===== config.mk =====
export PLATFORM = sky130hd
export DESIGN_NAME = quorum_transaction_tracker
export DESIGN_NICKNAME = d
export VERILOG_FILES = /design/src/rtl/qtt_pkg.sv /design/src/rtl/qtt_front.sv /design/src/rtl/qtt_queue.sv /design/src/rtl/qtt_back.sv /design/src/rtl/quorum_transaction_tracker.sv
export SDC_FILE = /design/constraint.sdc
export NUM_CORES = 2
export LEC_CHECK = 0
export BUFFER_PORTS_ARGS = -buffer_cell sky130_fd_sc_hd__buf_2
export CAP_MARGIN = 20
export CORE_UTILIZATION = 47
export CTS_CLUSTER_DIAMETER = 30
export CTS_CLUSTER_SIZE = 28
export DETAILED_ROUTE_END_ITERATION = 8
export GPL_ROUTABILITY_DRIVEN = 0
export GPL_TIMING_DRIVEN = 0
export PLACE_DENSITY = 0.68
export SETUP_SLACK_MARGIN = 0.1
export SYNTH_ARGS = -nofsm -noshare
export SYNTH_HDL_FRONTEND = slang
export SYNTH_SLANG_ARGS = --single-unit

===== constraint.sdc =====
create_clock -name clk -period 9 [get_ports clk]
set_clock_uncertainty 0.05 [all_clocks]
set_input_delay 1.8 -clock clk [delete_from_list [all_inputs] [get_ports clk]]
set_output_delay 1.8 -clock clk [all_outputs]
set_load 0.005 [all_outputs]

===== src/rtl/qtt_pkg.sv =====
// Shared types, codes and constants of the quorum transaction tracker.
`default_nettype none
package qtt_pkg;

  localparam int TRANS_SLOTS_DEF = 16;
  localparam int MAX_RESULTS     = 16;
  localparam int QUEUE_DEPTH     = 2;

  localparam int CFG_INDEX_W = 2;
  localparam int CFG_DATA_W  = 16;
  localparam logic [CFG_INDEX_W-1:0] CFG_QUORUM_COUNT = 2'd0;
  localparam logic [CFG_INDEX_W-1:0] CFG_WAIT_TIME    = 2'd1;

  localparam logic [2:0]  QUORUM_COUNT_RST = 3'd2;
  localparam logic [15:0] WAIT_TIME_RST    = 16'd20;

  localparam logic [1:0] KIND_READ = 2'd1;

  localparam logic [1:0] OUTCOME_QUORUM  = 2'd0;
  localparam logic [1:0] OUTCOME_TIMEOUT = 2'd1;
  localparam logic [1:0] OUTCOME_FULL    = 2'd2;

  typedef enum logic [1:0] {
    ACT_OPEN        = 2'd0,
    ACT_WRITE_REPLY = 2'd1,
    ACT_READ_REPLY  = 2'd2,
    ACT_TICK        = 2'd3
  } action_t;

  typedef enum logic [2:0] {
    ST_IDLE,
    ST_EXEC,
    ST_UPDATE,
    ST_SCAN,
    ST_FLUSH
  } back_state_t;

  typedef struct packed {
    action_t     action;
    logic [15:0] trans_id;
    logic [1:0]  kind;
    logic        ok;
    logic        found;
    logic [15:0] reply_stamp;
    logic [31:0] reply_value;
    logic [15:0] now_time;
  } item_t;

  typedef struct packed {
    action_t     action;
    logic [15:0] id;
    logic [1:0]  kind;
    logic [15:0] stamp;
    logic [31:0] value;
    logic [15:0] now;
  } cmd_t;

  typedef struct packed {
    logic [15:0] id;
    logic [1:0]  kind;
    logic [2:0]  left;
    logic [15:0] start;
    logic [15:0] best_stamp;
    logic [31:0] best_value;
  } entry_t;

  typedef struct packed {
    logic [15:0] id;
    logic [1:0]  kind;
    logic [1:0]  outcome;
    logic [31:0] value;
    logic        last;
  } result_t;

endpackage
`default_nettype wire


===== src/rtl/qtt_front.sv =====
// Front stage: accept a transaction, drop failed or empty replies, feed the queue.
`default_nettype none
module qtt_front (
  input  wire logic          clk,
  input  wire logic          rst,
  input  wire logic          start,
  output logic               busy,
  input  wire qtt_pkg::item_t item,
  output logic               push_valid,
  input  wire logic          push_ready,
  output qtt_pkg::cmd_t      push_cmd
);

  logic          hold_valid;
  qtt_pkg::cmd_t hold_cmd;
  logic          accept;
  logic          keep;
  qtt_pkg::cmd_t cmd;

  always_comb begin
    unique case (item.action)
      qtt_pkg::ACT_WRITE_REPLY: keep = item.ok;
      qtt_pkg::ACT_READ_REPLY:  keep = item.found;
      default:                  keep = 1'b1;
    endcase
    cmd.action = item.action;
    cmd.id     = item.trans_id;
    cmd.kind   = item.kind;
    cmd.stamp  = item.reply_stamp;
    cmd.value  = item.reply_value;
    cmd.now    = item.now_time;
  end

  assign busy       = hold_valid & ~push_ready;
  assign accept     = start & ~busy;
  assign push_valid = hold_valid;
  assign push_cmd   = hold_cmd;

  always_ff @(posedge clk) begin
    if (rst) begin
      hold_valid <= 1'b0;
    end else if (accept) begin
      hold_valid <= keep;
    end else if (push_ready) begin
      hold_valid <= 1'b0;
    end
  end

  always_ff @(posedge clk) begin
    if (accept) begin
      hold_cmd <= cmd;
    end
  end

endmodule
`default_nettype wire


===== src/rtl/qtt_queue.sv =====
// Short command queue between the front stage and the table engine.
`default_nettype none
module qtt_queue (
  input  wire logic          clk,
  input  wire logic          rst,
  input  wire logic          in_valid,
  output logic               in_ready,
  input  wire qtt_pkg::cmd_t in_cmd,
  output logic               out_valid,
  input  wire logic          out_pop,
  output qtt_pkg::cmd_t      out_cmd
);

  localparam int PTR_W = $clog2(qtt_pkg::QUEUE_DEPTH);
  localparam int CNT_W = $clog2(qtt_pkg::QUEUE_DEPTH + 1);
  localparam logic [PTR_W-1:0] PTR_LAST = PTR_W'(qtt_pkg::QUEUE_DEPTH - 1);
  localparam logic [CNT_W-1:0] CNT_FULL = CNT_W'(qtt_pkg::QUEUE_DEPTH);

  qtt_pkg::cmd_t    entries [qtt_pkg::QUEUE_DEPTH];
  logic [PTR_W-1:0] wr_ptr;
  logic [PTR_W-1:0] rd_ptr;
  logic [CNT_W-1:0] count;
  logic             do_push;
  logic             do_pop;

  assign in_ready  = (count != CNT_FULL);
  assign out_valid = (count != '0);
  assign out_cmd   = entries[rd_ptr];
  assign do_push   = in_valid & in_ready;
  assign do_pop    = out_pop & out_valid;

  always_ff @(posedge clk) begin
    if (rst) begin
      wr_ptr <= '0;
      rd_ptr <= '0;
      count  <= '0;
    end else begin
      if (do_push) begin
        wr_ptr <= (wr_ptr == PTR_LAST) ? '0 : wr_ptr + 1'b1;
      end
      if (do_pop) begin
        rd_ptr <= (rd_ptr == PTR_LAST) ? '0 : rd_ptr + 1'b1;
      end
      if (do_push && !do_pop) begin
        count <= count + 1'b1;
      end else if (do_pop && !do_push) begin
        count <= count - 1'b1;
      end
    end
  end

  always_ff @(posedge clk) begin
    if (do_push) begin
      entries[wr_ptr] <= in_cmd;
    end
  end

endmodule
`default_nettype wire


===== src/rtl/qtt_back.sv =====
// Table engine: slot table, id lookup, reply count-down and timeout scan.
`default_nettype none
module qtt_back #(
  parameter int TRANS_SLOTS = qtt_pkg::TRANS_SLOTS_DEF
) (
  input  wire logic          clk,
  input  wire logic          rst,
  input  wire logic          q_valid,
  input  wire qtt_pkg::cmd_t q_cmd,
  output logic               q_pop,
  input  wire logic [2:0]    quorum_count,
  input  wire logic [15:0]   wait_time,
  output logic               res_valid,
  output qtt_pkg::result_t   res
);

  localparam int IDX_W = $clog2(TRANS_SLOTS);
  localparam int CNT_W = $clog2(qtt_pkg::MAX_RESULTS + 1);
  localparam logic [IDX_W-1:0] LAST_IDX = IDX_W'(TRANS_SLOTS - 1);
  localparam logic [CNT_W-1:0] CAP_CNT  = CNT_W'(qtt_pkg::MAX_RESULTS - 1);

  qtt_pkg::back_state_t state;
  qtt_pkg::back_state_t state_next;

  logic [TRANS_SLOTS-1:0] slot_valid;
  logic [15:0]            slot_id [TRANS_SLOTS];
  qtt_pkg::entry_t        table_mem [TRANS_SLOTS];
  qtt_pkg::entry_t        rd_data;

  qtt_pkg::cmd_t    cur;
  logic [IDX_W-1:0] cur_idx;

  logic [IDX_W-1:0] scan_idx;
  logic             scan_issue;
  logic             chk_vld;
  logic [IDX_W-1:0] chk_idx;
  logic             chk_end;
  logic             pend_vld;
  logic [15:0]      pend_id;
  logic [1:0]       pend_kind;
  logic [CNT_W-1:0] tcount;

  logic             free_hit;
  logic [IDX_W-1:0] free_idx;
  logic             match_hit;
  logic [IDX_W-1:0] match_idx;

  logic             keep_new;
  logic             reach;
  qtt_pkg::entry_t  upd;
  logic [15:0]      elapsed;
  logic             expire;
  logic             cap;
  logic             scan_finish;

  logic             mem_we;
  logic [IDX_W-1:0] mem_wa;
  qtt_pkg::entry_t  mem_wd;
  logic             rd_en;
  logic [IDX_W-1:0] rd_addr;
  logic             set_valid;
  logic             clr_valid;
  logic [IDX_W-1:0] clr_idx;
  logic             emit;
  qtt_pkg::result_t emit_res;

  // Lowest free slot and lowest live slot with a matching id.
  always_comb begin
    free_hit  = 1'b0;
    free_idx  = '0;
    match_hit = 1'b0;
    match_idx = '0;
    for (int i = TRANS_SLOTS - 1; i >= 0; i--) begin
      if (!slot_valid[i]) begin
        free_hit = 1'b1;
        free_idx = IDX_W'(i);
      end
      if (slot_valid[i] && (slot_id[i] == cur.id)) begin
        match_hit = 1'b1;
        match_idx = IDX_W'(i);
      end
    end
  end

  always_comb begin
    keep_new = (cur.action == qtt_pkg::ACT_READ_REPLY) && (cur.stamp >= rd_data.best_stamp);
    reach    = (rd_data.left <= 3'd1);
    upd      = rd_data;
    if (keep_new) begin
      upd.best_stamp = cur.stamp;
      upd.best_value = cur.value;
    end
    upd.left    = reach ? 3'd0 : rd_data.left - 3'd1;
    elapsed     = cur.now - rd_data.start;
    expire      = chk_vld && (elapsed > wait_time);
    cap         = expire && (tcount == CAP_CNT);
    scan_finish = chk_end && !expire && !pend_vld;
  end

  // Next state.
  always_comb begin
    state_next = state;
    unique case (state)
      qtt_pkg::ST_IDLE: begin
        if (q_valid) state_next = qtt_pkg::ST_EXEC;
      end
      qtt_pkg::ST_EXEC: begin
        unique case (cur.action)
          qtt_pkg::ACT_WRITE_REPLY, qtt_pkg::ACT_READ_REPLY: begin
            if (match_hit) state_next = qtt_pkg::ST_UPDATE;
            else state_next = q_valid ? qtt_pkg::ST_EXEC : qtt_pkg::ST_IDLE;
          end
          qtt_pkg::ACT_TICK: state_next = qtt_pkg::ST_SCAN;
          default: state_next = q_valid ? qtt_pkg::ST_EXEC : qtt_pkg::ST_IDLE;
        endcase
      end
      qtt_pkg::ST_UPDATE: begin
        state_next = q_valid ? qtt_pkg::ST_EXEC : qtt_pkg::ST_IDLE;
      end
      qtt_pkg::ST_SCAN: begin
        if (cap) begin
          state_next = qtt_pkg::ST_FLUSH;
        end else if (chk_end) begin
          if (pend_vld || expire) state_next = qtt_pkg::ST_FLUSH;
          else state_next = q_valid ? qtt_pkg::ST_EXEC : qtt_pkg::ST_IDLE;
        end
      end
      qtt_pkg::ST_FLUSH: begin
        state_next = q_valid ? qtt_pkg::ST_EXEC : qtt_pkg::ST_IDLE;
      end
      default: state_next = qtt_pkg::ST_IDLE;
    endcase
  end

  // Control outputs.
  always_comb begin
    q_pop     = 1'b0;
    mem_we    = 1'b0;
    mem_wa    = cur_idx;
    mem_wd    = upd;
    rd_en     = 1'b0;
    rd_addr   = match_idx;
    set_valid = 1'b0;
    clr_valid = 1'b0;
    clr_idx   = cur_idx;
    emit      = 1'b0;
    emit_res  = '{id: pend_id, kind: pend_kind, outcome: qtt_pkg::OUTCOME_TIMEOUT,
                  value: 32'd0, last: 1'b0};
    unique case (state)
      qtt_pkg::ST_IDLE: begin
        q_pop = q_valid;
      end
      qtt_pkg::ST_EXEC: begin
        unique case (cur.action)
          qtt_pkg::ACT_OPEN: begin
            q_pop = q_valid;
            if (free_hit) begin
              mem_we            = 1'b1;
              mem_wa            = free_idx;
              mem_wd.id         = cur.id;
              mem_wd.kind       = cur.kind;
              mem_wd.left       = (quorum_count == 3'd0) ? 3'd1 : quorum_count;
              mem_wd.start      = cur.now;
              mem_wd.best_stamp = 16'd0;
              mem_wd.best_value = 32'd0;
              set_valid         = 1'b1;
            end else begin
              emit     = 1'b1;
              emit_res = '{id: cur.id, kind: cur.kind, outcome: qtt_pkg::OUTCOME_FULL,
                           value: 32'd0, last: 1'b1};
            end
          end
          qtt_pkg::ACT_WRITE_REPLY, qtt_pkg::ACT_READ_REPLY: begin
            if (match_hit) begin
              rd_en = 1'b1;
            end else begin
              q_pop = q_valid;
            end
          end
          default: ;
        endcase
      end
      qtt_pkg::ST_UPDATE: begin
        q_pop  = q_valid;
        mem_we = 1'b1;
        if (reach) begin
          clr_valid = 1'b1;
          emit      = 1'b1;
          emit_res  = '{id: rd_data.id, kind: rd_data.kind,
                        outcome: qtt_pkg::OUTCOME_QUORUM,
                        value: (rd_data.kind == qtt_pkg::KIND_READ) ? upd.best_value : 32'd0,
                        last: 1'b1};
        end
      end
      qtt_pkg::ST_SCAN: begin
        rd_en   = scan_issue;
        rd_addr = scan_idx;
        q_pop   = q_valid & scan_finish;
        if (expire) begin
          clr_valid = 1'b1;
          clr_idx   = chk_idx;
          emit      = pend_vld;
        end
      end
      qtt_pkg::ST_FLUSH: begin
        q_pop         = q_valid;
        emit          = 1'b1;
        emit_res.last = 1'b1;
      end
      default: ;
    endcase
  end

  always_ff @(posedge clk) begin
    if (rst) begin
      state      <= qtt_pkg::ST_IDLE;
      slot_valid <= '0;
      res_valid  <= 1'b0;
      scan_issue <= 1'b0;
      chk_vld    <= 1'b0;
      chk_end    <= 1'b0;
      pend_vld   <= 1'b0;
    end else begin
      state     <= state_next;
      res_valid <= emit;
      if (set_valid) slot_valid[mem_wa] <= 1'b1;
      if (clr_valid) slot_valid[clr_idx] <= 1'b0;
      if (state == qtt_pkg::ST_EXEC && cur.action == qtt_pkg::ACT_TICK) begin
        scan_issue <= 1'b1;
        chk_vld    <= 1'b0;
        chk_end    <= 1'b0;
        pend_vld   <= 1'b0;
      end else if (state == qtt_pkg::ST_SCAN) begin
        chk_vld <= scan_issue & slot_valid[scan_idx];
        chk_end <= scan_issue & (scan_idx == LAST_IDX);
        if (scan_issue && scan_idx == LAST_IDX) scan_issue <= 1'b0;
        if (expire) pend_vld <= 1'b1;
      end
    end
  end

  always_ff @(posedge clk) begin
    if (q_pop) cur <= q_cmd;
    if (state == qtt_pkg::ST_EXEC) cur_idx <= match_idx;
    if (set_valid) slot_id[mem_wa] <= cur.id;
    if (mem_we) table_mem[mem_wa] <= mem_wd;
    if (rd_en) rd_data <= table_mem[rd_addr];
    if (emit) res <= emit_res;
    if (state == qtt_pkg::ST_EXEC && cur.action == qtt_pkg::ACT_TICK) begin
      scan_idx <= '0;
      tcount   <= '0;
    end else if (state == qtt_pkg::ST_SCAN) begin
      chk_idx <= scan_idx;
      if (scan_issue && scan_idx != LAST_IDX) scan_idx <= scan_idx + 1'b1;
      if (expire) begin
        pend_id   <= rd_data.id;
        pend_kind <= rd_data.kind;
        tcount    <= tcount + 1'b1;
      end
    end
  end

endmodule
`default_nettype wire


===== src/rtl/quorum_transaction_tracker.sv =====
// Top level of the quorum transaction tracker: config registers and stage wiring.
//
// Usage:
//   Command channel: a transaction is taken at a rising edge with start high and
//   busy low. action selects open, write reply, read reply or time tick.
//   Result channel: result_valid marks each result for exactly one cycle; the
//   receiver cannot stall it. last flags the final result of one transaction.
//   Config channel: cfg_valid/cfg_ready with cfg_index 0 = quorum_count,
//   1 = wait_time; other indexes are dropped. Write only while the block is idle.
// Timing:
//   The front register takes a transaction every cycle while the queue has room;
//   the table engine behind the queue handles an open or an unmatched reply in
//   its exec state, a matched reply with a table memory read, then a write back,
//   and a tick with a scan of the slots, one slot per cycle through the memory
//   read port. Each result is driven from a register in the table engine.
// Reset:
//   rst clears every slot, the queue and the front register, and loads
//   quorum_count = 2, wait_time = 20. No clearing pass is needed.
`default_nettype none
module quorum_transaction_tracker #(
  parameter int TRANS_SLOTS = qtt_pkg::TRANS_SLOTS_DEF
) (
  input  wire logic                           clk,
  input  wire logic                           rst,
  input  wire logic                           start,
  output logic                                busy,
  input  wire logic [1:0]                     action,
  input  wire logic [15:0]                    trans_id,
  input  wire logic [1:0]                     kind,
  input  wire logic                           ok,
  input  wire logic                           found,
  input  wire logic [15:0]                    reply_stamp,
  input  wire logic [31:0]                    reply_value,
  input  wire logic [15:0]                    now_time,
  output logic                                result_valid,
  output logic [15:0]                         done_id,
  output logic [1:0]                          done_kind,
  output logic [1:0]                          outcome,
  output logic [31:0]                         best_value,
  output logic                                last,
  input  wire logic                           cfg_valid,
  output logic                                cfg_ready,
  input  wire logic [qtt_pkg::CFG_INDEX_W-1:0] cfg_index,
  input  wire logic [qtt_pkg::CFG_DATA_W-1:0]  cfg_data
);

  logic [2:0]       quorum_count;
  logic [15:0]      wait_time;
  qtt_pkg::item_t   item;
  logic             push_valid;
  logic             push_ready;
  qtt_pkg::cmd_t    push_cmd;
  logic             q_valid;
  logic             q_pop;
  qtt_pkg::cmd_t    q_cmd;
  qtt_pkg::result_t res;

  // Config writes are always taken.
  assign cfg_ready = 1'b1;

  always_ff @(posedge clk) begin
    if (rst) begin
      quorum_count <= qtt_pkg::QUORUM_COUNT_RST;
      wait_time    <= qtt_pkg::WAIT_TIME_RST;
    end else if (cfg_valid && cfg_ready) begin
      unique case (cfg_index)
        qtt_pkg::CFG_QUORUM_COUNT: quorum_count <= cfg_data[2:0];
        qtt_pkg::CFG_WAIT_TIME:    wait_time    <= cfg_data[15:0];
        default: ;
      endcase
    end
  end

  // Bundle the command fields for the front stage.
  always_comb begin
    item.action      = qtt_pkg::action_t'(action);
    item.trans_id    = trans_id;
    item.kind        = kind;
    item.ok          = ok;
    item.found       = found;
    item.reply_stamp = reply_stamp;
    item.reply_value = reply_value;
    item.now_time    = now_time;
  end

  // Accept and filter: failed write replies and empty read replies drop here.
  qtt_front u_front (
    .clk        (clk),
    .rst        (rst),
    .start      (start),
    .busy       (busy),
    .item       (item),
    .push_valid (push_valid),
    .push_ready (push_ready),
    .push_cmd   (push_cmd)
  );

  // Hold a couple of commands so the front keeps taking work while a tick scans.
  qtt_queue u_queue (
    .clk       (clk),
    .rst       (rst),
    .in_valid  (push_valid),
    .in_ready  (push_ready),
    .in_cmd    (push_cmd),
    .out_valid (q_valid),
    .out_pop   (q_pop),
    .out_cmd   (q_cmd)
  );

  // Carry out opens, replies and ticks against the slot table.
  qtt_back #(
    .TRANS_SLOTS (TRANS_SLOTS)
  ) u_back (
    .clk          (clk),
    .rst          (rst),
    .q_valid      (q_valid),
    .q_cmd        (q_cmd),
    .q_pop        (q_pop),
    .quorum_count (quorum_count),
    .wait_time    (wait_time),
    .res_valid    (result_valid),
    .res          (res)
  );

  assign done_id    = res.id;
  assign done_kind  = res.kind;
  assign outcome    = res.outcome;
  assign best_value = res.value;
  assign last       = res.last;

endmodule
`default_nettype wire


==> flow_summary.toml <==
[setup_path]
worstPathArrival_ps = 7500
path_class = "flop to flop"
slowest_delay_ps = 720
worst_ep_required_time_ps = 9570
cpMostUsedCell = "a21oi_1"
worstPathMaxFanout = 48
slowest_stage = "a221oi_1"
endpoint_kind = "flop"
start_kind = "flop"

[synth]
ys.flop_type = "edfxtp_1"
synthArstFlopShare_pct = 0
synth_edf_count = 2116
seq_area_frac_synth_pct = 74.8
synth-seq-cells = 2173
synthesis.nets = 5200
synth_top_area_share_pct = 73.5
yosys.area.top_type = "edfxtp_1"
ys_warn_count = 0
syn_avg_cell_area_sq_um = 17.2
synth_area_leaders = "edfxtp_1 (74%), mux2i_1 (9.3%), mux2_2 (2.2%)"
synth_cell_type_count = 74
synth_cells = 5033
synth_area_sq_um = 86400

[global_routing]
met3_usage_pct = 5.06
antenna_found_initial = 5
busiest_layer = "met2"
met2_usage_pct = 40.4
grt_overflow_total = 0
grt_pass1_vias = 49100
grt.total_usage_pct = 24.7
grt_max_degree = 50
use_met1_pct = 31.1
grt_pass1_wl_mm = 330

[floorplan]
io-pin-count = 164
start_util_pct = 47.3
die_x_microns = 431
die_y_microns = 431
coreArea_sq_um = 183000
row_count = 157
dieArea_sq_um = 186000

[sta]
worst_slew_pin_slew_ps = 1200
period_minus_slack_ps = 6930
min_period_over_period_pct = 77.0
hold_violations = 0
finalSetupViolCount = 0
finalSetupTns_ps = 0
rsz0062_at_grt = "false"
max-slew-margin-rel_pct = 20.1
drv_slew = 0
clock.fmax_mhz = 144

[power_and_ir_drop]
irDropWorstVdd_v = 0.000234
power_mw = 31.9
p_leak_nw = 39.5
powerDensity_nw_per_um2 = 300

[placement]
dpl.hpwl_mm = 146
io_buffers = 161

[route]
firstDrtPassIters = 6
drt-vias-per-instance = 5.69
wirelength_mm = 233
drc = 0
dr_total_vias = 48600
drtIter0Drc = 5074
ant_nets = 0
drt-wirelength-per-cell_microns = 27.2

[layout]
final_util_pct = 58.3
seq_area_sq_um = 64700
layout_commonest_cell = "edfxtp_1"
num-fill-cells = 13300
most-common-layout-cells = "edfxtp_1 (2116), mux2i_1 (802), clkbuf_16 (425), nand2_1 (291), buf_2 (272)"
num-nets-final = 5896
areaGrowthSynthToFinish_pct = 23.3
drive_above_1_share_pct = 21.8
multi_input_area_sq_um = 20400

[cts]
post_cts_buffers = 0
hold_buffers = 0
htreeDepth = 5
cts_buffers = 420
clock_latency_ps = 980
clock_sinks = 2173
cts_tree = "yes"
cts_buffer_depth = 4
cts_root_buf = "clkbuf_16"
cts_resized = 0
path_clk_slew_ps = 50

[hold_path]
hold_path.class = "flop to flop"

[run]
drv_cap = 0

[outcome]
status = "complete, no violations"
critical path, delay by kind of cell, from the launching register on:
kind            cells  cell delay, ps
simple gates        6            1360
compound gates     10            2520
buf+inv             5            1240
fa+ha+maj           3             900
flops               1             360
xor+xnor            1              90
cell families after synthesis:
logic type,after synthesis,synth area share [%]
buffers and inverters,330,1.89
adder cells (fa/ha/maj),60,0.874
multiplexers,979,11.7
XOR/XNOR,277,2.81
AND/OR/NAND/NOR,734,3.90
other,1,0.00434
AO/OA/AOI/OAI,479,4.02
flip-flops,2173,74.8
synth_stat cells, types with 6 or more instances:
master and count:
edfxtp_1 2116, mux2i_1 802, nand2_1 292, mux2_2 166, nor2_1 151, xor2_1 150, nand3_1 133, xnor2_1 127
a22oi_1 104, buf_2 97, clkbuf_1 94, o211ai_1 89, o22a_1 85, inv_1 74, a21oi_1 66, ha_1 58
dfxtp_1 57, nor4_1 54, buf_4 39, o21ai_0 35, o21a_1 26, nand4_1 22, o31ai_1 21, buf_6 17
or4_1 14, nor3_1 13, a21o_1 11, nand2b_1 10, nor2b_1 10, buf_1 8, or3_1 7, nand3b_1 6
per-layer routing:
metal  part of all wire [%]  wire length, microns  vias up
met1                     38                 88400    24500
met3                    8.5                 19900      496
met4                    5.0                 11600        0
met2                     48                113000     2491
met5                      0                     0        -
li1                       -                     -    21000
flip-flops by register name, summed over array words and instances (netlist names), 4 cells and up:
| signal | count |
|---|---|
| u_back.table_mem | 1360 |
| u_back.slot_id | 256 |
| u_queue.entries | 168 |
| u_back.rd_data | 85 |
| u_back.cur | 84 |
| u_front.push_cmd | 84 |
| u_back.res | 53 |
| u_back.pend_id | 16 |
| u_back.slot_valid | 16 |
| wait_time | 16 |
| u_back.tcount | 5 |
| u_back.chk_idx | 4 |
| u_back.cur_idx | 4 |
| u_back.scan_idx | 4 |
power breakdown:
group / leakage (nW) / switching [mW] / internal, mW
clock: 6.80 / 5.13 / 10.4
combinational: 13.0 / 2.36 / 1.11
sequential: 19.7 / 0.539 / 12.4
total: 39.5 / 8.02 / 23.9
through the flow:
stage | cell area [sq um] | hold slack (ps) | worst slack (ps) | std cells
detailed placement | 92400 | 380 | 1470 | 7763
global placement | 90300 | 375 | -2540 | 7658
floorplan | 86400 | 371 | 2610 | 5033
global route | 107000 | 382 | 1660 | 8533
CTS | 107000 | 371 | 1400 | 8522
finish | 107000 | 367 | 2070 | 8533
cell type report:
cell class              instances  share of cell area, %
plain buffers                 255                   1.27
well taps                    2464                   2.89
clock inverters               297                   3.15
inverters                      75                  0.267
diodes                          3                0.00704
repair buffers                274                   2.51
multi-input cells            2530                   19.1
clock buffers                 462                   10.1
flip-flops and latches       2173                   60.7
path summary, 6_finish.rpt:
check / cells past startpoint / slack [ps] / to / from
worst min-delay path: 0 / 370 / u_queue.entries[0][40] / u_front.push_cmd[40]
worst min register to register: 0 / 370 / u_queue.entries[0][40] / u_front.push_cmd[40]
worst max register to register: 25 / 2070 / u_back.cur[34] / u_back.cur[0]
worst max-delay path: 25 / 2070 / u_back.cur[34] / u_back.cur[0]
Note: power is estimated with default switching activity, not from simulation.
